<file path="config.mk">
export PLATFORM = sky130hd
export DESIGN_NAME = batb_ctrl
export DESIGN_NICKNAME = d
export VERILOG_FILES = /design/src/rtl/core/batb_pkg.sv /design/src/rtl/core/batb_ctrl.sv
export SDC_FILE = /design/constraint.sdc
export NUM_CORES = 1
export LEC_CHECK = 0
export BUFFER_PORTS_ARGS = -buffer_cell sky130_fd_sc_hd__buf_2
export CAP_MARGIN = 0
export CORE_AREA = 2 2 39 41
export CTS_BUF_LIST = sky130_fd_sc_hd__clkbuf_16
export CTS_CLUSTER_DIAMETER = 80
export CTS_CLUSTER_SIZE = 25
export DETAILED_ROUTE_END_ITERATION = 10
export DIE_AREA = 0 0 41 43
export PLACE_DENSITY = 0.48
export SETUP_SLACK_MARGIN = 0.3
export SLEW_MARGIN = 5
export SYNTH_ARGS = -nofsm -noshare
export SYNTH_HDL_FRONTEND = slang
export SYNTH_SLANG_ARGS = --single-unit
</file>
<file path="constraint.sdc">
create_clock -name clk -period 2.4 [get_ports clk]
set_clock_uncertainty 0.2 [all_clocks]
set_input_delay 0.36 -clock clk [delete_from_list [all_inputs] [get_ports clk]]
set_output_delay 0.36 -clock clk [all_outputs]
set_load 0.01 [all_outputs]
</file>
<file path="src/rtl/core/batb_pkg.sv">
`timescale 1ns / 1ps
// ============================================================================
// batb_pkg
// Shared types, register codes and helpers for the box affine bounds block.
// ============================================================================
package batb_pkg;

    localparam int CoordW  = 32;
    localparam int CoefW   = 16;
    localparam int RowW    = 3 * CoefW;
    localparam int ProdW   = CoefW + CoordW;
    localparam int SumW    = ProdW + 2;
    localparam int FracSh  = 14;
    localparam int BiasW   = SumW - FracSh + 1;
    localparam int Stages  = 4;
    localparam int AddrW   = 6;
    localparam int DataW   = 64;

    typedef logic signed [CoordW-1:0] coord_t;
    typedef logic [RowW-1:0]          row_t;
    typedef logic [2:0]               reg_idx_t;

    // Register indexes (byte address is 8 * index)
    localparam reg_idx_t RegRowX   = 3'd0;
    localparam reg_idx_t RegRowY   = 3'd1;
    localparam reg_idx_t RegRowZ   = 3'd2;
    localparam reg_idx_t RegShiftX = 3'd3;
    localparam reg_idx_t RegShiftY = 3'd4;
    localparam reg_idx_t RegShiftZ = 3'd5;

    localparam row_t   RowXReset  = 48'h0000_4000_0000;
    localparam row_t   RowYReset  = 48'h0000_0000_4000;
    localparam row_t   RowZReset  = 48'h0001_0000_0000;

    localparam coord_t CoordMax = 32'sh7FFF_FFFF;
    localparam coord_t CoordMin = -32'sh7FFF_FFFF - 32'sd1;

    // Per-stage load enables and valid bits of the datapath
    typedef struct packed {
        logic [Stages-1:0] load;
        logic [Stages-1:0] valid;
    } stage_ctl_t;

    function automatic coord_t sat_coord(input logic signed [BiasW-1:0] v);
        coord_t r;
        if (v > BiasW'(CoordMax))
            r = CoordMax;
        else if (v < BiasW'(CoordMin))
            r = CoordMin;
        else
            r = CoordW'(v);
        return r;
    endfunction

endpackage

</file>
<file path="src/rtl/core/batb_ctrl.sv">
`timescale 1ns / 1ps
`default_nettype none
// ============================================================================
// batb_ctrl
// Valid bits, stall chain and batch mark for the four datapath stages.
// ============================================================================
module batb_ctrl (
    input  wire logic            clk,
    input  wire logic            rst_n,
    input  wire logic            in_valid,
    output logic                 in_stall,
    input  wire logic            last_in,
    output logic                 out_valid,
    input  wire logic            out_stall,
    output logic                 last_out,
    output batb_pkg::stage_ctl_t ctl
);

    localparam int N = batb_pkg::Stages;

    logic [N-1:0] valid_reg, valid_next;
    logic [N-1:0] last_reg;
    logic [N:0]   ready;

    // A stage takes new data when it is empty or its successor moves
    always_comb
    begin
        ready[N] = !out_stall;
        for (int k = N - 1; k >= 0; k--)
            ready[k] = !valid_reg[k] || ready[k+1];
    end

    always_comb
    begin
        valid_next[0] = ready[0] ? in_valid : valid_reg[0];
        for (int k = 1; k < N; k++)
            valid_next[k] = ready[k] ? valid_reg[k-1] : valid_reg[k];
    end

    always_ff @(posedge clk or negedge rst_n)
    begin
        if (!rst_n)
            valid_reg <= '0;
        else
            valid_reg <= valid_next;
    end

    always_ff @(posedge clk)
    begin
        if (ready[0])
            last_reg[0] <= last_in;
        for (int k = 1; k < N; k++)
            if (ready[k])
                last_reg[k] <= last_reg[k-1];
    end

    assign in_stall  = !ready[0];
    assign out_valid = valid_reg[N-1];
    assign last_out  = last_reg[N-1];
    assign ctl.load  = ready[N-1:0];
    assign ctl.valid = valid_reg;

endmodule
`default_nettype wire

</file>
Yosys cells after proc, flatten, opt, wreduce, memory -nomap -nowiden
Index checks and enable logic that the tools add are counted.

storage, ports and cells
  input bits = 5
  output and inout bits = 11
  bits in registers = 8

cells by class
  reduce and logical (&&, ||, !) cells = 10

operators by type and width
  operator          number
  $logic_not 1->1   6
  $logic_or 1x1->1  4

Longest topological paths before layout
  word-level depth = 6
  depth in mapped cells = 3

Least setup slack after synthesis
Ideal clock, no wire load.

  kind = register -> output
  start point = reg valid_reg[3]
  end point = out in_stall
  required time = 1.840 ns
  stages on the path, launching flop included = 4
  buffers on the path = 0
  arrival = 0.852 ns
  path slack = 0.988 ns
  path through = dfrtp_1 -> and4_4 -> inv_2 -> nor2_2

RTL lines
  item                      line             text
  start: declaration        batb_ctrl.sv:21  logic [N-1:0] valid_reg, valid_next;
  start signal: assignment  batb_ctrl.sv:45  valid_reg <= valid_next;
  end: declaration          batb_ctrl.sv:11  output logic in_stall,

Final worst setup path
  start point = reg valid_reg[3]
  end point = out in_stall

on the way
  longest elaborated chain between the ends = 6

ends and longest elaborated chain
  item                            line             text
  $logic_not 1->1                 batb_ctrl.sv:30  ready[k] = !valid_reg[k] || ready[k+1];
  $logic_or 1x1->1 (4 in series)  batb_ctrl.sv:30
  $logic_not 1->1                 batb_ctrl.sv:57  assign in_stall = !ready[0];

No other way between the ends.

==> results by group <==
Run status
  – Outcome: complete, no violations

Die
  – I/O Pins: 16
  – Core box area: 1380 um2
  – Row count: 14
  – Die W: 41 um
  – Initial Util: 21.0%
  – DIE AREA: 1760 um2
  – Die height: 43 um

Synthesis
  – #FFs+latches synth: 8
  – Area leader, netlist: edfxtp_1
  – Top cells by area, synth: edfxtp_1, dfrtp_1, nand2b_1
  – Dominant synthesized flop cell: edfxtp_1
  – Top cell type's share of synthesized area: 41.4%
  – Sequential share of the synthesized area: 75.9%
  – EDFF count, synth: 4
  – Synth Area in Compound Gates: 3.02%
  – Mean Syn Cell Area: 14.5 um2
  – Synth top cells by count: dfrtp_1, edfxtp_1, nand2_1
  – Simple-gate portion of the synthesized area: 15.9%
  – Yosys warns: 0
  – Xor and xnor area share after synthesis: 0%
  – Adder and majority cell fraction of the synthesized area: 0%
  – Synth cell types: 11
  – Ys async rst share: 50.0%
  – Net Count, Synth: 25
  – Mux share of post-synthesis cell area: 0%
  – Synthesized netlist cell count: 20
  – Combinational family with the most area after synthesis: simple AND/OR/NAND/NOR gates
  – Mapped Area: 290 um2

STA
  – # setup viols final: 0
  – Slew headroom: 89.2%
  – Final Hold Fails: 0
  – Slew Viols, Final: 0
  – RSZ-0062 raised after global routing: false
  – Slew @ Worst Pin: 161 ps
  – Setup TNS: 0 ps
  – Min Tclk post-route: 1690 ps
  – Fmax achieved: 593 MHz
  – Final Cycle Share: 70.2%

Worst setup path
  – Worst r2r src: valid_reg[3]
  – CP Max Fanout: 5
  – R2R Setup Slk: 1220 ps
  – RR Endpoint: last_reg[0]
  – WP data required: 1840 ps
  – CP endpoint kind: output pin
  – Worst setup SP type: flip-flop
  – Critical Path AT: 1130 ps
  – WS Path Type: flip-flop to output pin
  – FF-to-FF path depth: 2

Drt
  – Initial drt markers: 5
  – DR WL/cell: 10.2 um
  – Via Count: 225
  – DRC viols: 0
  – Pre-Repair DR Iteration Count: 4
  – Remaining antenna violation count: 0
  – DRT Wirelength: 561 um
  – DR vias/cell: 4.09

Clock network
  – Worst skew pair latency: 230 ps
  – Clk sink count: 8
  – CTS max path bufs: 2
  – CTS Buf Count: 3
  – Root Driver: clkbuf_16
  – # H-tree levels: 1
  – Post-CTS sizing: 0
  – Worst-path clk slew: 40 ps
  – CTS tree: built

Worst hold path
  – Worst Hold End: last_reg[0]
  – Hold WC Path Type: primary input to flip-flop
  – Hold Startpoint: last_in
  – Hold Crit Depth: 1

Final layout
  – Diodes inserted: 0
  – Fillcell total: 141
  – Ratio of cells with drive above 1 in the final layout: 56.4%
  – Area delta synth->final: 60.8%
  – Final #Nets: 45
  – Final Non-Filler Cells: 55

GRT
  – Vias in the first global route: 201
  – Largest net degree at the start of global routing: 6
  – Gr ovfl total: 0
  – First-pass GRT wire length: 848 um
  – Number of antenna violations at the first check in global routing: 0
  – GRT Total Usage: 8.32%

Placement
  – IO Port Bufs: 15
  – Placed cells: 50
  – Routability Congestion: 0.553
  – Post-detail-place hpwl: 420 um

Power
  – Leakage: 0.000217 uW
  – Maximum VDD drop: 347 uV
  – PD cells: 1080 nW/um2

Run
  – Max cap viols: 0
## cell type report
class	count	area (um2)	share of cell area, %
repair buffers	16	85.1	18.2
well taps	16	20.0	4.29
inverters	2	7.51	1.61
clock inverters	1	3.75	0.804
multi-input cells	9	55.1	11.8
flip-flops and latches	8	220	47.2
clock buffers	3	75.1	16.1
## metrics by stage
stage	worst slack, ps	utilization (%)	area (um2)	power (uW)	hold WS [ps]
2_1_floorplan	988	-	290	201	-136
3_3_place_gp	904	27.3	378	224	-32.8
3_5_place_dp	895	27.3	378	226	-28.1
4_1_cts	704	33.7	467	512	101
5_1_grt	632	33.7	467	527	107
6_report	714	33.7	467	503	105
## routing by layer
layer  track usage [%]  share of wire [%]  up-vias
met1              9.33                 45      103
met5                 0                  0        -
met3              5.24                 16        2
met4              10.0                2.5        0
li1                  -                  -      104
met2              9.06                 37       16
## report_power, final
group	switching [uW]	internal (uW)	leakage (uW)	total [uW]
sequential	7.69	163	0.0000826	171
combinational	29.8	23.9	0.0000918	53.6
clock	61.8	217	0.0000423	278
total	99.3	404	0.000217	503
## critical path, cell delays in order, from the launching register on
cell	delay (ps)
dfrtp_1	390
and4_4	260
inv_2	60
nor2_2	70
buf_2	120
## placed cells by master, fill, tap and decap left out
cell / count
nand3_1: 1
a21o_2: 1
buf_2: 15
nand2b_1: 2
dfrtp_1: 4
nor2_2: 1
edfxtp_1: 4
and4_4: 1
dlygate4sd3_1: 1
inv_1: 2
inv_2: 1
nand2_1: 3
clkbuf_16: 3
## kinds of logic after synthesis
family	Yosys count
and+or+nand+nor	8
DFF	8
buffers and inverters	3
AOI/OAI and AO/OA	1
## worst max path at each step
stage	slack, ps	cells past startpoint	start	to
3_3_place_gp	900	5	out_stall	in_stall
4_1_cts	700	4	valid_reg[3]	in_stall
2_1_floorplan	990	3	valid_reg[3]	in_stall
3_5_place_dp	900	5	out_stall	in_stall
5_1_grt	630	4	valid_reg[3]	in_stall
6_report	710	4	valid_reg[3]	in_stall
## timing repair
| item | 4_1_cts | 5_1_grt |
|---|---|---|
| buffers inserted | 0 | 0 |
| hold buffers | 1 | 0 |
| endpoints found under the hold margin | 4 | 0 |
Power figures use the tool's default switching activity.
