--- src/rtl/core/batb_pkg.sv ---
`timescale 1ns / 1ps
// ============================================================================
// batb_pkg
// Shared types, register codes and helpers for the box affine bounds block.
// ============================================================================
package batb_pkg;

    localparam int CoordW  = 32;
    localparam int CoefW   = 16;
    localparam int RowW    = 3 * CoefW;
    localparam int ProdW   = CoefW + CoordW;
    localparam int SumW    = ProdW + 2;
    localparam int FracSh  = 14;
    localparam int BiasW   = SumW - FracSh + 1;
    localparam int Stages  = 4;
    localparam int AddrW   = 6;
    localparam int DataW   = 64;

    typedef logic signed [CoordW-1:0] coord_t;
    typedef logic [RowW-1:0]          row_t;
    typedef logic [2:0]               reg_idx_t;

    // Register indexes (byte address is 8 * index)
    localparam reg_idx_t RegRowX   = 3'd0;
    localparam reg_idx_t RegRowY   = 3'd1;
    localparam reg_idx_t RegRowZ   = 3'd2;
    localparam reg_idx_t RegShiftX = 3'd3;
    localparam reg_idx_t RegShiftY = 3'd4;
    localparam reg_idx_t RegShiftZ = 3'd5;

    localparam row_t   RowXReset  = 48'h0000_4000_0000;
    localparam row_t   RowYReset  = 48'h0000_0000_4000;
    localparam row_t   RowZReset  = 48'h0001_0000_0000;

    localparam coord_t CoordMax = 32'sh7FFF_FFFF;
    localparam coord_t CoordMin = -32'sh7FFF_FFFF - 32'sd1;

    // Per-stage load enables and valid bits of the datapath
    typedef struct packed {
        logic [Stages-1:0] load;
        logic [Stages-1:0] valid;
    } stage_ctl_t;

    function automatic coord_t sat_coord(input logic signed [BiasW-1:0] v);
        coord_t r;
        if (v > BiasW'(CoordMax))
            r = CoordMax;
        else if (v < BiasW'(CoordMin))
            r = CoordMin;
        else
            r = CoordW'(v);
        return r;
    endfunction

endpackage

--- src/rtl/core/batb_regs.sv ---
`timescale 1ns / 1ps
`default_nettype none
// ============================================================================
// batb_regs
// APB register file: three matrix rows and three translations.
// ============================================================================
module batb_regs (
    input  wire logic                         clk,
    input  wire logic                         rst_n,
    input  wire logic                         psel,
    input  wire logic                         penable,
    input  wire logic                         pwrite,
    input  wire logic [batb_pkg::AddrW-1:0]   paddr,
    input  wire logic [batb_pkg::DataW-1:0]   pwdata,
    output logic      [batb_pkg::DataW-1:0]   prdata,
    output logic                              pready,
    output batb_pkg::row_t                    row_x,
    output batb_pkg::row_t                    row_y,
    output batb_pkg::row_t                    row_z,
    output batb_pkg::coord_t                  shift_x,
    output batb_pkg::coord_t                  shift_y,
    output batb_pkg::coord_t                  shift_z
);

    batb_pkg::row_t   row_x_reg, row_y_reg, row_z_reg;
    batb_pkg::coord_t shift_x_reg, shift_y_reg, shift_z_reg;
    batb_pkg::reg_idx_t idx;
    logic             wr_en;

    assign pready = 1'b1;
    assign idx    = paddr[5:3];
    assign wr_en  = psel && penable && pwrite;

    always_ff @(posedge clk or negedge rst_n)
    begin
        if (!rst_n)
        begin
            row_x_reg   <= batb_pkg::RowXReset;
            row_y_reg   <= batb_pkg::RowYReset;
            row_z_reg   <= batb_pkg::RowZReset;
            shift_x_reg <= '0;
            shift_y_reg <= '0;
            shift_z_reg <= '0;
        end
        else if (wr_en)
        begin
            case (idx)
                batb_pkg::RegRowX:   row_x_reg   <= pwdata[batb_pkg::RowW-1:0];
                batb_pkg::RegRowY:   row_y_reg   <= pwdata[batb_pkg::RowW-1:0];
                batb_pkg::RegRowZ:   row_z_reg   <= pwdata[batb_pkg::RowW-1:0];
                batb_pkg::RegShiftX: shift_x_reg <= pwdata[batb_pkg::CoordW-1:0];
                batb_pkg::RegShiftY: shift_y_reg <= pwdata[batb_pkg::CoordW-1:0];
                batb_pkg::RegShiftZ: shift_z_reg <= pwdata[batb_pkg::CoordW-1:0];
                default: ;
            endcase
        end
    end

    always_comb
    begin
        case (idx)
            batb_pkg::RegRowX:   prdata = batb_pkg::DataW'(row_x_reg);
            batb_pkg::RegRowY:   prdata = batb_pkg::DataW'(row_y_reg);
            batb_pkg::RegRowZ:   prdata = batb_pkg::DataW'(row_z_reg);
            batb_pkg::RegShiftX: prdata = batb_pkg::DataW'($unsigned(shift_x_reg));
            batb_pkg::RegShiftY: prdata = batb_pkg::DataW'($unsigned(shift_y_reg));
            batb_pkg::RegShiftZ: prdata = batb_pkg::DataW'($unsigned(shift_z_reg));
            default:             prdata = '0;
        endcase
    end

    assign row_x   = row_x_reg;
    assign row_y   = row_y_reg;
    assign row_z   = row_z_reg;
    assign shift_x = shift_x_reg;
    assign shift_y = shift_y_reg;
    assign shift_z = shift_z_reg;

endmodule
`default_nettype wire

--- config.mk ---
export PLATFORM = sky130hd
export DESIGN_NAME = batb_regs
export DESIGN_NICKNAME = d
export VERILOG_FILES = /design/src/rtl/core/batb_pkg.sv /design/src/rtl/core/batb_regs.sv
export SDC_FILE = /design/constraint.sdc
export NUM_CORES = 1
export LEC_CHECK = 0
export BUFFER_PORTS_ARGS = -buffer_cell sky130_fd_sc_hd__buf_4
export CAP_MARGIN = 10
export CELL_PAD_IN_SITES_DETAIL_PLACEMENT = 0
export CELL_PAD_IN_SITES_GLOBAL_PLACEMENT = 1
export CORE_MARGIN = 2
export CORE_UTILIZATION = 35
export CTS_CLUSTER_SIZE = 12
export DETAILED_ROUTE_END_ITERATION = 10
export PLACE_DENSITY = 0.74
export SYNTH_ARGS = -nofsm -noshare
export SYNTH_HDL_FRONTEND = slang
export SYNTH_SLANG_ARGS = --single-unit
--- constraint.sdc ---
create_clock -name clk -period 1.1 [get_ports clk]
set_clock_uncertainty 0.1 [all_clocks]
set_input_delay 0.055 -clock clk [delete_from_list [all_inputs] [get_ports clk]]
set_output_delay 0.055 -clock clk [all_outputs]
set_load 0.01 [all_outputs]
# Word-level counts from Yosys, hierarchy flattened
# Cells that the tools add are included.
[classes]
n_mul = 0
bitwise_logic = 0
n_shift = 0
eq_ne = 5
mux = 1
add_sub_neg = 0
n_lt_le_gt_ge = 0
n_div = 0
n_reduce_logical = 9
[ops]
columns = ["op", "count"]
rows = [
  ["case mux 48 bit (6 select lines)", 1],
  ["AND reduction 2 bit", 6],
  ["equality test 3 x 2 -> 1 bit (second input constant)", 2],
  ["equality test 3 bit (second input constant)", 2],
  ["equality test 3 x 1 -> 1 bit (second input constant)", 1],
  ["zero test 3 bit", 1],
  ["logical AND 1 bit", 2],
]
[word_totals]
latch_bits = 0
output_inout_bits = 305
mem_count = 0
reg_bits = 240
romBits = 0
ram_bits = 0

# Logic depth before layout (Yosys ltp)
# Gate-level depths: netlist (run 1).
[depth]
ltp_word = 3
depth_mapped = 6
mapped_depth_nobuf = 3

# Worst setup path before layout (run 1)
# No wires, ideal clock.
[synth_timing]
kind = "input to register"
from = "input paddr[3] (netlist name)"
to = "register row_x_reg[12] (netlist: row_x[12])"
cell_stages = 6
setup_ns = 0.128
t_arrival_ns = 1.211
slack_ns = -0.338
t_required_ns = 0.872
path_cell_list = "buf_2 -> nand4b_4 -> nor3_2 -> buf_4 -> buf_4 -> mux2_1"
[synth_between]
elab_chain_len = 2
[synth_lines]
columns = ["item", "line", "text"]
rows = [
  ["start, declared", "batb_regs.sv:13", "input wire logic [batb_pkg::AddrW-1:0] paddr,"],
  ["zero test 3 bit", "batb_regs.sv:47", "case (idx)"],
  ["AND reduction 2 bit (no line)", "--", ""],
  ["end signal, assigned", "batb_regs.sv:38", "row_x_reg <= batb_pkg::RowXReset;"],
  ["end signal, assigned", "batb_regs.sv:48", "batb_pkg::RegRowX: row_x_reg <= pwdata[batb_pkg::RowW-1:0];"],
  ["end, declared", "batb_regs.sv:25", "batb_pkg::row_t row_x_reg, row_y_reg, row_z_reg;"],
]
# Every way passes these cells.
# A chain may end at the register's enable or synchronous reset.

# Worst setup path in the final report (run 1)
[layout_timing]
from = "register row_z_reg[14] (netlist: row_z[14])"
to = "output prdata[14] (netlist name)"
[layout_between]
elab_chain_len = 1
[layout_lines]
columns = ["item", "line", "text"]
rows = [
  ["start, declared", "batb_regs.sv:25", ""],
  ["start signal, assigned", "batb_regs.sv:40", "row_z_reg <= batb_pkg::RowZReset;"],
  ["start signal, assigned", "batb_regs.sv:50", "batb_pkg::RegRowZ: row_z_reg <= pwdata[batb_pkg::RowW-1:0];"],
  ["case mux 48 bit (6 select lines)", "batb_regs.sv:61", "case (idx)"],
  ["end, declared", "batb_regs.sv:15", "output logic [batb_pkg::DataW-1:0] prdata,"],
]
# Every way passes these cells.

==> run metrics, run 1 <==
run status=finished with violations; combinational group share of total power=around 40%; actual slew at the worst max-slew pin=about 550 ps; Final #Nets=1,601; violations in the final reports=negative hold slack, negative setup slack; CP top delay family=flip-flops; share of the clock period used by the worst path after layout=170%; Crit Path Class=reg2out; final critical delay including setup and external delays=about 1900 ps; average size of a mapped cell=roughly 14 um^2; flip-flop cell with the highest count after synthesis=sky130_fd_sc_hd__dfrtp_1; die width=about 180 um; upper clock frequency limit=approximately 0.54 GHz; critical path's largest stage delay=400 ps; worst relative slew slack=between 60% and 70%; total routing resource utilization after global routing=about 24%; effective utilization at floorplan=35.5%; Final Hold Slack=-117 ps; antenna violations before repair=1; number of vias per cell=approximately 5; master cell of the clock root buffer=sky130_fd_sc_hd__clkbuf_16; sw power=~11 mW; first-pass iteration count of the detailed router=4; filler-free cell count of the finished design=1,952; type of element capturing the critical path=output pin; floorplan core area=between 30,000 and 40,000 um^2; min setup slack post-route=-767 ps; number of placed instances with taps included=between 1,500 and 2,000; total power after layout=37.2 mW; Die Footprint=~33,000 um^2; share of layout cells above drive strength 1=71.3%; Syn. warnings=0; DP Wirelength=~28,000 um; Die H=between 150 and 200 um; Async S/R FF share, synth=100%; DP Worst Slack=-546 ps; post-detailed-placement cell area=between 15,000 and 20,000 um^2; TritonCTS clock tree=done; number of buffers created by CTS=29; maximum fanout count along the critical path=2; Worst-Skew Late Latency=560 ps; first-pass GRT wire length=around 63,000 um; crit path buf inv count=1; Syn Inst Count=a little over 800; number of global-route vias before repair=10,400; DRC errors left=0; Final Setup Violations=around 310; part of the total power dissipated in the clock network=between 20% and 30%; arrival time reported for the critical path endpoint=between 1500 and 2000 ps; Final Cell Area=20,900 um^2; Pleak=just over 10 nW; Max Cap Viol=0; final slew viol count=0; Yosys cell types=34; top-level I/O count=380; proportion of synthesized chip area in sequential cells=a little over half; pin count of the biggest net entering global routing=38; Hold Path Class=in2async; number of DRC violations after detailed-routing iteration 0=~340; I/O Buffers=between 300 and 400; power per standard cell area=approximately 1800 nW/um^2; crit path cell chain=mux2_2 -> a221oi_2 -> a31oi_2 -> buf_4; internal power=between 20 and 30 mW; CTS clock-pin slew for the worst setup and hold paths=60 ps; Crit-path slowest cell=sky130_fd_sc_hd__dfrtp_1; setup repair after global routing missed its margin=yes; commonest cells after routing, fill and taps aside=sky130_fd_sc_hd__buf_6 (399), sky130_fd_sc_hd__buf_4 (258), sky130_fd_sc_hd__dfrtp_1 (237); number of enable-type register cells in the synthesized netlist=0; flops & latches, synth=240; routability congestion estimate=between 0.8 and 0.9; number of buffers on the longest clock path=3; Flop pwr share=32.2%; Antenna Nets Post-Route=0; hold violation total from the final report=20; via total after detailed routing=roughly 10,000; synthesized area=about 11,000 um^2; most common cell after layout, fill and taps aside=sky130_fd_sc_hd__buf_6; Rows=between 60 and 70; area growth from synthesis to layout=87.3%; Final Routed Wirelength=between 40,000 and 50,000 um; count of fill cells added during filler insertion=around 2,200; depth of the worst register-to-register path=4; element type at the critical path start=flop; post-cts hold buffer count=49; H-tree Lvls=1; Worst Path Required=around 940 ps; Switching Fraction=around 28%; Num Clock Sinks=240; cell count along the critical path=4; detail-routed net length per standard cell=~22 um; Max IR drop VDD=0.00112 V; global route overflow=0
==> logic make-up (layout without fill, tap and decap cells) <==
| group | Yosys count | in the layout | synth area share, % |
|---|---|---|---|
| compound gates | 82 | 82 | 4.98 |
| buf+inv | 77 | 786 | 4.07 |
| flops | 240 | 240 | 53.8 |
| mux | 325 | 325 | 32.3 |
| other cells | 2 | 18 | 0.0673 |
| simple gates | 99 | 99 | 4.70 |
==> layer usage <==
metal,GRT usage (%),vias up,share of wire (%)
li1,-,4379,-
met1,33.0,4971,44
met2,40.6,325,48
met3,4.59,58,5.6
met4,6.42,0,2.2
met5,0,-,0
==> per-stage QoR <==
step	util, %	hold slack [ps]	TNS [ps]
floorplan	-	-341	-63080
global placement	53.6	-133	-122820
detailed placement	53.6	-132	-126080
CTS	63.8	-138	-90400
global route	66.4	-125	-101000
finish	66.4	-117	-86000
==> final cells by class <==
type	count	area (um^2)	share of cell area, %
tap	402	503	2.41
sequential	240	6010	28.7
multi-input combinational	523	5920	28.3
timing repair buffer	731	7420	35.5
inverter	1	5.00	0.0239
antenna	1	2.50	0.0120
clock buffer	39	803	3.84
clock inverter	15	243	1.16
==> power groups by stage <==
stage | Combinational, mW | Clock, mW | Sequential (mW)
CTS | 13.6 | 10.6 | 11.9
finish | 14.8 | 10.4 | 12.0
floorplan | 3.66 | 0 | 12.7
global route | 15.6 | 11.0 | 12.2
global placement | 11.1 | 0 | 11.7
detailed placement | 11.3 | 0 | 11.8
==> cell usage after synthesis, types with 5 or more instances <==
cell type	instances	area (um^2)
sky130_fd_sc_hd__and3b_1	6	52.6
sky130_fd_sc_hd__buf_4	33	248
sky130_fd_sc_hd__a31oi_1	12	75.1
sky130_fd_sc_hd__mux2_1	26	293
sky130_fd_sc_hd__o221ai_1	10	87.6
sky130_fd_sc_hd__nor2_1	7	26.3
sky130_fd_sc_hd__mux2_2	259	2920
sky130_fd_sc_hd__or2_2	16	100
sky130_fd_sc_hd__a22oi_1	5	37.5
sky130_fd_sc_hd__nor3b_1	5	37.5
sky130_fd_sc_hd__mux2i_1	40	400
sky130_fd_sc_hd__nand2_1	45	169
sky130_fd_sc_hd__buf_2	21	105
sky130_fd_sc_hd__a21oi_1	28	140
sky130_fd_sc_hd__dfrtp_1	237	5930
sky130_fd_sc_hd__nand3_1	9	45.0
sky130_fd_sc_hd__o22ai_1	5	31.3
sky130_fd_sc_hd__clkbuf_1	17	63.8
sky130_fd_sc_hd__a221oi_1	14	123
==> path summary, 6_finish.rpt <==
path                               endpoint      start  slack (ps)
worst max register to register    row_x[24]  row_x[24]        -120
worst min-delay path               row_y[6]      rst_n        -120
max in group asynchronous       shift_y[29]      rst_n         420
worst max-delay path             prdata[14]  row_z[14]        -770
min in group clk                 shift_y[0]    penable         120
worst min register to register    row_y[15]  row_y[15]         440
==> repair_timing <==
action | in CTS | in global routing
buffers inserted | 54 | 119
pin swaps | 35 | 18
hold endpoints to repair | 480 | 20
gates resized for setup | 419 | 124
setup endpoints to repair | 288 | 308
(Power assumes the default switching activity.)
==> inputs of run 2 (changes only) <==
CELL_PAD_IN_SITES_DETAIL_PLACEMENT = 2   (was 0)
CELL_PAD_IN_SITES_GLOBAL_PLACEMENT = 2   (was 1)
CORE_UTILIZATION = 30   (was 35)
PLACE_DENSITY = 0.76   (was 0.74)
==> run metrics, run 2 (synthesized netlist as in run 1, its figures left out) <==
Most Used Layer, Global Route=met2 (unchanged); number of DRC violations after detailed-routing iteration 0=399 (was 344); Num Clock Sinks=240 (unchanged); run status=finished with violations (unchanged); Antenna Nets Post-Route=0 (unchanged); setup slack, reg-to-reg=-210 ps (was -120 ps); Rows=70 (was 65); GR Util met1=35.3% (was 33.0%); Max Cap Viol=0 (unchanged); worst relative slew slack=67.7% (was 62.9%); top-level I/O count=380 (unchanged); Hold Path Class=in2async (unchanged); Final #Nets=1,630 (was 1,601); H-tree Lvls=1 (unchanged); die width=197 um (was 183 um); Die H=197 um (was 183 um); share of layout cells above drive strength 1=72.9% (was 71.3%); Final Routed Wirelength=69,900 um (was 42,300 um); Max IR drop VDD=0.00140 V (was 0.00112 V); final critical delay including setup and external delays=2070 ps (was 1870 ps); number of buffers on the longest clock path=3 (unchanged); antenna violations before repair=2 (was 1); detail-routed net length per standard cell=34.2 um (was 21.7 um); Pleak=10.3 nW (was 10.1 nW); number of vias per cell=5.21 (was 4.99); type of element capturing the critical path=output pin (unchanged); commonest cells after routing, fill and taps aside=sky130_fd_sc_hd__buf_6 (444), sky130_fd_sc_hd__buf_4 (237), sky130_fd_sc_hd__dfrtp_1 (232) (was sky130_fd_sc_hd__buf_6 (399), sky130_fd_sc_hd__buf_4 (258), sky130_fd_sc_hd__dfrtp_1 (237)); effective utilization at floorplan=30.5% (was 35.5%); power per standard cell area=1850 nW/um^2 (was 1780 nW/um^2); pin count of the biggest net entering global routing=73 (was 38); actual slew at the worst max-slew pin=470 ps (was 553 ps); global route overflow=0 (unchanged); share of the clock period used by the worst path after layout=188% (was 170%); Final Cell Area=21,500 um^2 (was 20,900 um^2); master cell of the clock root buffer=sky130_fd_sc_hd__clkbuf_16 (unchanged); via total after detailed routing=10,700 (was 9,733); setup repair after global routing missed its margin=yes (unchanged); multi-input combinational cell area=6110 um^2 (was 5920 um^2); min setup slack post-route=-967 ps (was -767 ps); arrival time reported for the critical path endpoint=1910 ps (was 1710 ps); number of global-route vias before repair=12,100 (was 10,400); maximum fanout count along the critical path=2 (unchanged); Worst Path Required=940 ps (about the same); DRC errors left=0 (unchanged); TritonCTS clock tree=done (unchanged); final slew viol count=0 (unchanged); area used by sequential logic in the layout=6020 um^2 (was 6010 um^2); element type at the critical path start=flop (unchanged); R2R Path End=row_z[28] (was row_x[24]); area growth from synthesis to layout=92.7% (was 87.3%); first-pass iteration count of the detailed router=4 (unchanged); post-detailed-placement cell area=16,900 um^2 (about the same); met3 capacity usage during global routing=5.92% (was 4.59%); hold violation total from the final report=0 (was 20); total routing resource utilization after global routing=31.1% (was 24.5%); met2 track demand over resource in global routing=58.7% (was 40.6%); Die Footprint=38,800 um^2 (was 33,300 um^2); floorplan core area=36,600 um^2 (was 31,500 um^2); count of fill cells added during filler insertion=3,192 (was 2,243); I/O Buffers=343 (unchanged); CTS clock-pin slew for the worst setup and hold paths=70 ps (was 60 ps); R2R Path Start=row_z[28] (was row_x[24]); number of buffers created by CTS=30 (was 29); routability congestion estimate=0.793 (was 0.836); DP Wirelength=35,000 um (was 28,300 um); depth of the worst register-to-register path=4 (unchanged); Final Setup Violations=382 (was 309); final-layout setup total negative slack=-113,110 ps (was -86,000 ps); most common cell after layout, fill and taps aside=sky130_fd_sc_hd__buf_6 (unchanged); violations in the final reports=negative setup slack (was negative hold slack, negative setup slack); first-pass GRT wire length=88,800 um (was 62,900 um); upper clock frequency limit=0.484 GHz (was 0.536 GHz); Worst-Skew Late Latency=560 ps (about the same); Crit Path Class=reg2out (unchanged); DP Worst Slack=-588 ps (was -546 ps)
[run 2: through the flow]
| step | util [%] | power [mW] | cells | hold slack (ps) |
|---|---|---|---|---|
| global placement | 46.2 | 23.1 | 1825 | -2.40 |
| finish | 58.8 | 39.8 | 2047 | 14.9 |
| floorplan | - | 16.4 | 840 | -341 |
| detailed placement | 46.2 | 23.7 | 1825 | 3.64 |
| global route | 58.7 | 40.9 | 2046 | 29.4 |
| CTS | 55.4 | 36.5 | 1960 | 3.97 |
[run 2: what timing repair did]
item                                   4_1_cts  5_1_grt
setup endpoints to repair                  309      414
setup buffers                              111      136
endpoints found under the hold margin      480        0
hold buffers                                51        0
cloned                                       0        1
gates resized for setup                    442      181
pin swaps                                   39       24
[run 2: area by class of cell]
type	count	share of cell area (%)
clock buffers	47	4.07
inverters	1	0.0233
diodes	2	0.0233
flip-flops and latches	240	28.0
clock inverters	7	0.332
repair buffers	759	36.5
well taps	468	2.72
multi-input cells	523	28.4
[run 2: worst max path at each step]
stage | cells past startpoint | slack [ps] | to | startpoint
final | 4 | -970 | prdata[24] | row_x[24]
after global routing | 4 | -1000 | prdata[24] | row_x[24]
after CTS | 4 | -830 | prdata[28] | row_x[28]
after detailed placement | 5 | -590 | row_y[15] | paddr[3]
after global placement | 5 | -520 | row_y[20] | paddr[3]
after floorplan | 6 | -330 | row_y[27] | paddr[3]
[run 2: where the power goes]
part,leakage [nW],internal [mW],switching [mW]
Combinational,6.77,10.2,6.96
Clock,0.466,5.66,4.50
Sequential,3.05,10.6,1.94
[run 2: worst max-delay path, stage by stage, from the launching register on]
cell and delay, ps:
sky130_fd_sc_hd__dfrtp_1 430, sky130_fd_sc_hd__mux2_2 310, sky130_fd_sc_hd__a221oi_2 310, sky130_fd_sc_hd__a31oi_2 100, sky130_fd_sc_hd__buf_4 180
[run 2: routing by layer]
layer  part of all wire [%]  wire length, um
met5                  0.021               15
met4                    4.0             2790
met3                    5.0             3480
met2                     54            37800
met1                     37            25900
==> inputs of run 3 (changes only) <==
BUFFER_PORTS_ARGS = unset   (was -buffer_cell sky130_fd_sc_hd__buf_4)
CORE_UTILIZATION = 35   (was 30)
DONT_BUFFER_PORTS = 1   (was unset)
PLACE_DENSITY = 0.68   (was 0.76)
clock period = 2.4 ns   (was 1.1 ns; I/O delays follow)
==> run metrics, run 3 (synthesized netlist as in run 1, its figures left out) <==
run status=finished with violations (unchanged); violations in the final reports=negative hold slack (was negative setup slack); Die H=183 um (was 197 um); critical path startpoint=paddr[4] (was row_x[24]); maximum fanout count along the critical path=73 (was 2); Max IR drop VDD=0.000468 V (was 0.00140 V); setup repair after global routing missed its margin=no (was yes); number of vias per cell=5.59 (was 5.21); Hold Path Class=in2async (unchanged); actual slew at the worst max-slew pin=709 ps (was 470 ps); post-cts hold buffer count=51 (unchanged); power per standard cell area=919 nW/um^2 (was 1850 nW/um^2); first-pass iteration count of the detailed router=4 (unchanged); detail-routed net length per standard cell=28.2 um (was 34.2 um); part of the total power dissipated in the clock network=35.2% (was 25.5%); pin count of the biggest net entering global routing=241 (was 73); antenna violations before repair=0 (was 2); via total after detailed routing=7,168 (was 10,700); arrival time reported for the critical path endpoint=2000 ps (was 1910 ps); effective utilization at floorplan=35.5% (was 30.5%); share of layout cells above drive strength 1=39.1% (was 72.9%); Flop pwr share=51.7% (was 31.4%); commonest cells after routing, fill and taps aside=sky130_fd_sc_hd__mux2_2 (259), sky130_fd_sc_hd__dfrtp_1 (237), sky130_fd_sc_hd__dlygate4sd3_1 (51) (was sky130_fd_sc_hd__buf_6 (444), sky130_fd_sc_hd__buf_4 (237), sky130_fd_sc_hd__dfrtp_1 (232)); most common cell after layout, fill and taps aside=sky130_fd_sc_hd__mux2_2 (was sky130_fd_sc_hd__buf_6); share of the clock period used by the worst path after layout=92.3%; post-detailed-placement cell area=11,500 um^2 (was 16,900 um^2); Worst-Skew Late Latency=550 ps (was 560 ps); master cell of the clock root buffer=sky130_fd_sc_hd__clkbuf_16 (unchanged); number of buffers on the longest clock path=3 (unchanged); Final Hold Slack=-834 ps (was 14.9 ps); number of buffers created by CTS=28 (was 30); depth of the worst register-to-register path=2 (was 4); Final Cell Area=12,900 um^2 (was 21,500 um^2); top-level I/O count=380 (unchanged); Final #Nets=936 (was 1,630); global route overflow=0 (unchanged); Crit Path Class=in2out (was reg2out); DP Wirelength=22,000 um (was 35,000 um); final-layout setup total negative slack=0 ps (was -113,110 ps); Worst Path Required=2180 ps (was 940 ps); R2R Path Start=row_y[46] (was row_z[28]); TritonCTS clock tree=done (unchanged); Die Footprint=33,300 um^2 (was 38,800 um^2); hold violation total from the final report=240 (was 0); CTS clock-pin slew for the worst setup and hold paths=60 ps (was 70 ps); internal power=8.28 mW (was 26.4 mW); combinational group share of total power=13.1% (was 43.0%); number of DRC violations after detailed-routing iteration 0=272 (was 399); routability congestion estimate=0.719 (was 0.793); number of global-route vias before repair=7,998 (was 12,100); element type at the critical path start=input port (was flop); floorplan core area=31,500 um^2 (was 36,600 um^2); total routing resource utilization after global routing=21.2% (was 31.1%); Final Routed Wirelength=36,200 um (was 69,900 um); worst relative slew slack=52.6% (was 67.7%); Switching Fraction=30.2% (was 33.7%); Pleak=5.69 nW (was 10.3 nW); die width=183 um (was 197 um); Max Cap Viol=0 (unchanged); final critical delay including setup and external delays=approximately 2200 ps; first-pass GRT wire length=53,500 um (was 88,800 um); sw power=3.59 mW (was 13.4 mW); count of fill cells added during filler insertion=3,115 (was 3,192); I/O Buffers=0 (was 343); total of cells resized after clock tree synthesis=0 (was 442); area used by sequential logic in the layout=6010 um^2 (was 6020 um^2); type of element capturing the critical path=output pin (unchanged); Num Clock Sinks=240 (unchanged); multi-input combinational cell area=4800 um^2 (was 6110 um^2); DRC errors left=0 (unchanged); number of setup buffers added after CTS=0 (was 111); upper clock frequency limit=between 0.4 and 0.5 GHz; final slew viol count=0 (unchanged); Antenna Nets Post-Route=0 (unchanged); setup slack, reg-to-reg=920 ps (was -210 ps); H-tree Lvls=1 (unchanged); utilization after layout=41.0% (was 58.8%); area growth from synthesis to layout=15.7% (was 92.7%); R2R Path End=row_y[46] (was row_z[28]); Final Setup Violations=0 (was 382); Rows=65 (was 70)
## run 3: cell count changes in the layout (fill, tap and decap cells not counted), moves of 10 or more
cell,change
sky130_fd_sc_hd__a221oi_1,+14
sky130_fd_sc_hd__mux2_4,-183
sky130_fd_sc_hd__a221oi_2,-10
sky130_fd_sc_hd__or2_4,-16
sky130_fd_sc_hd__buf_12,-21
sky130_fd_sc_hd__buf_4,-226
sky130_fd_sc_hd__a21oi_2,-11
sky130_fd_sc_hd__or2_2,+16
sky130_fd_sc_hd__mux2_2,+161
sky130_fd_sc_hd__a21oi_4,-17
sky130_fd_sc_hd__a21oi_1,+28
sky130_fd_sc_hd__buf_6,-444
sky130_fd_sc_hd__mux2_1,+22
## run 3: how the worst max path moves through the flow
stage,endpoint,cells after the start
after CTS,prdata[13],5
after global routing,prdata[13],5
after detailed placement,row_y[18],4
final,prdata[13],5
after global placement,row_y[23],4
after floorplan,row_x[12],6
## run 3: layout make-up
cell class | instances | share of cell area [%]
Multi-Input combinational cell | 523 | 37.2
Sequential cell | 240 | 46.5
Clock inverter | 3 | 0.116
Antenna cell | 1 | 0.0194
Timing Repair Buffer | 67 | 5.37
Clock buffer | 45 | 6.86
Inverter | 1 | 0.0291
Tap cell | 402 | 3.90
## run 3: layer usage
layer / up-vias / part of all wire (%) / wire length, um / track usage, %
li1: 3044 / - / - / -
met1: 3799 / 39 / 14100 / 24.6
met2: 281 / 49 / 17700 / 36.6
met3: 44 / 10 / 3790 / 8.98
met4: 0 / 1.6 / 568 / 4.58
met5: - / 0 / 0 / 0
## run 3: power by group through the flow
stage	clock (mW)	combinational, mW	sequential (mW)
floorplan	0	1.31	5.80
global placement	0	1.37	6.18
detailed placement	0	1.44	6.21
CTS	4.29	1.57	6.15
global route	4.45	1.72	6.26
finish	4.18	1.56	6.14
## run 3: metrics by stage
step | cells | setup WS (ps) | hold WS (ps) | power, mW
floorplan | 840 | 897 | -276 | 7.10
global placement | 1182 | 614 | -271 | 7.55
detailed placement | 1182 | 568 | -271 | 7.65
CTS | 1281 | 106 | -861 | 12.0
global route | 1281 | 126 | -858 | 12.4
finish | 1282 | 184 | -834 | 11.9
## run 3: worst max-delay path, cell delays in order
cell and delay (ps):
sky130_fd_sc_hd__dlygate4sd3_1 660, sky130_fd_sc_hd__nand2b_1 200, sky130_fd_sc_hd__buf_4 270, sky130_fd_sc_hd__nor2_1 380, sky130_fd_sc_hd__a221o_1 350
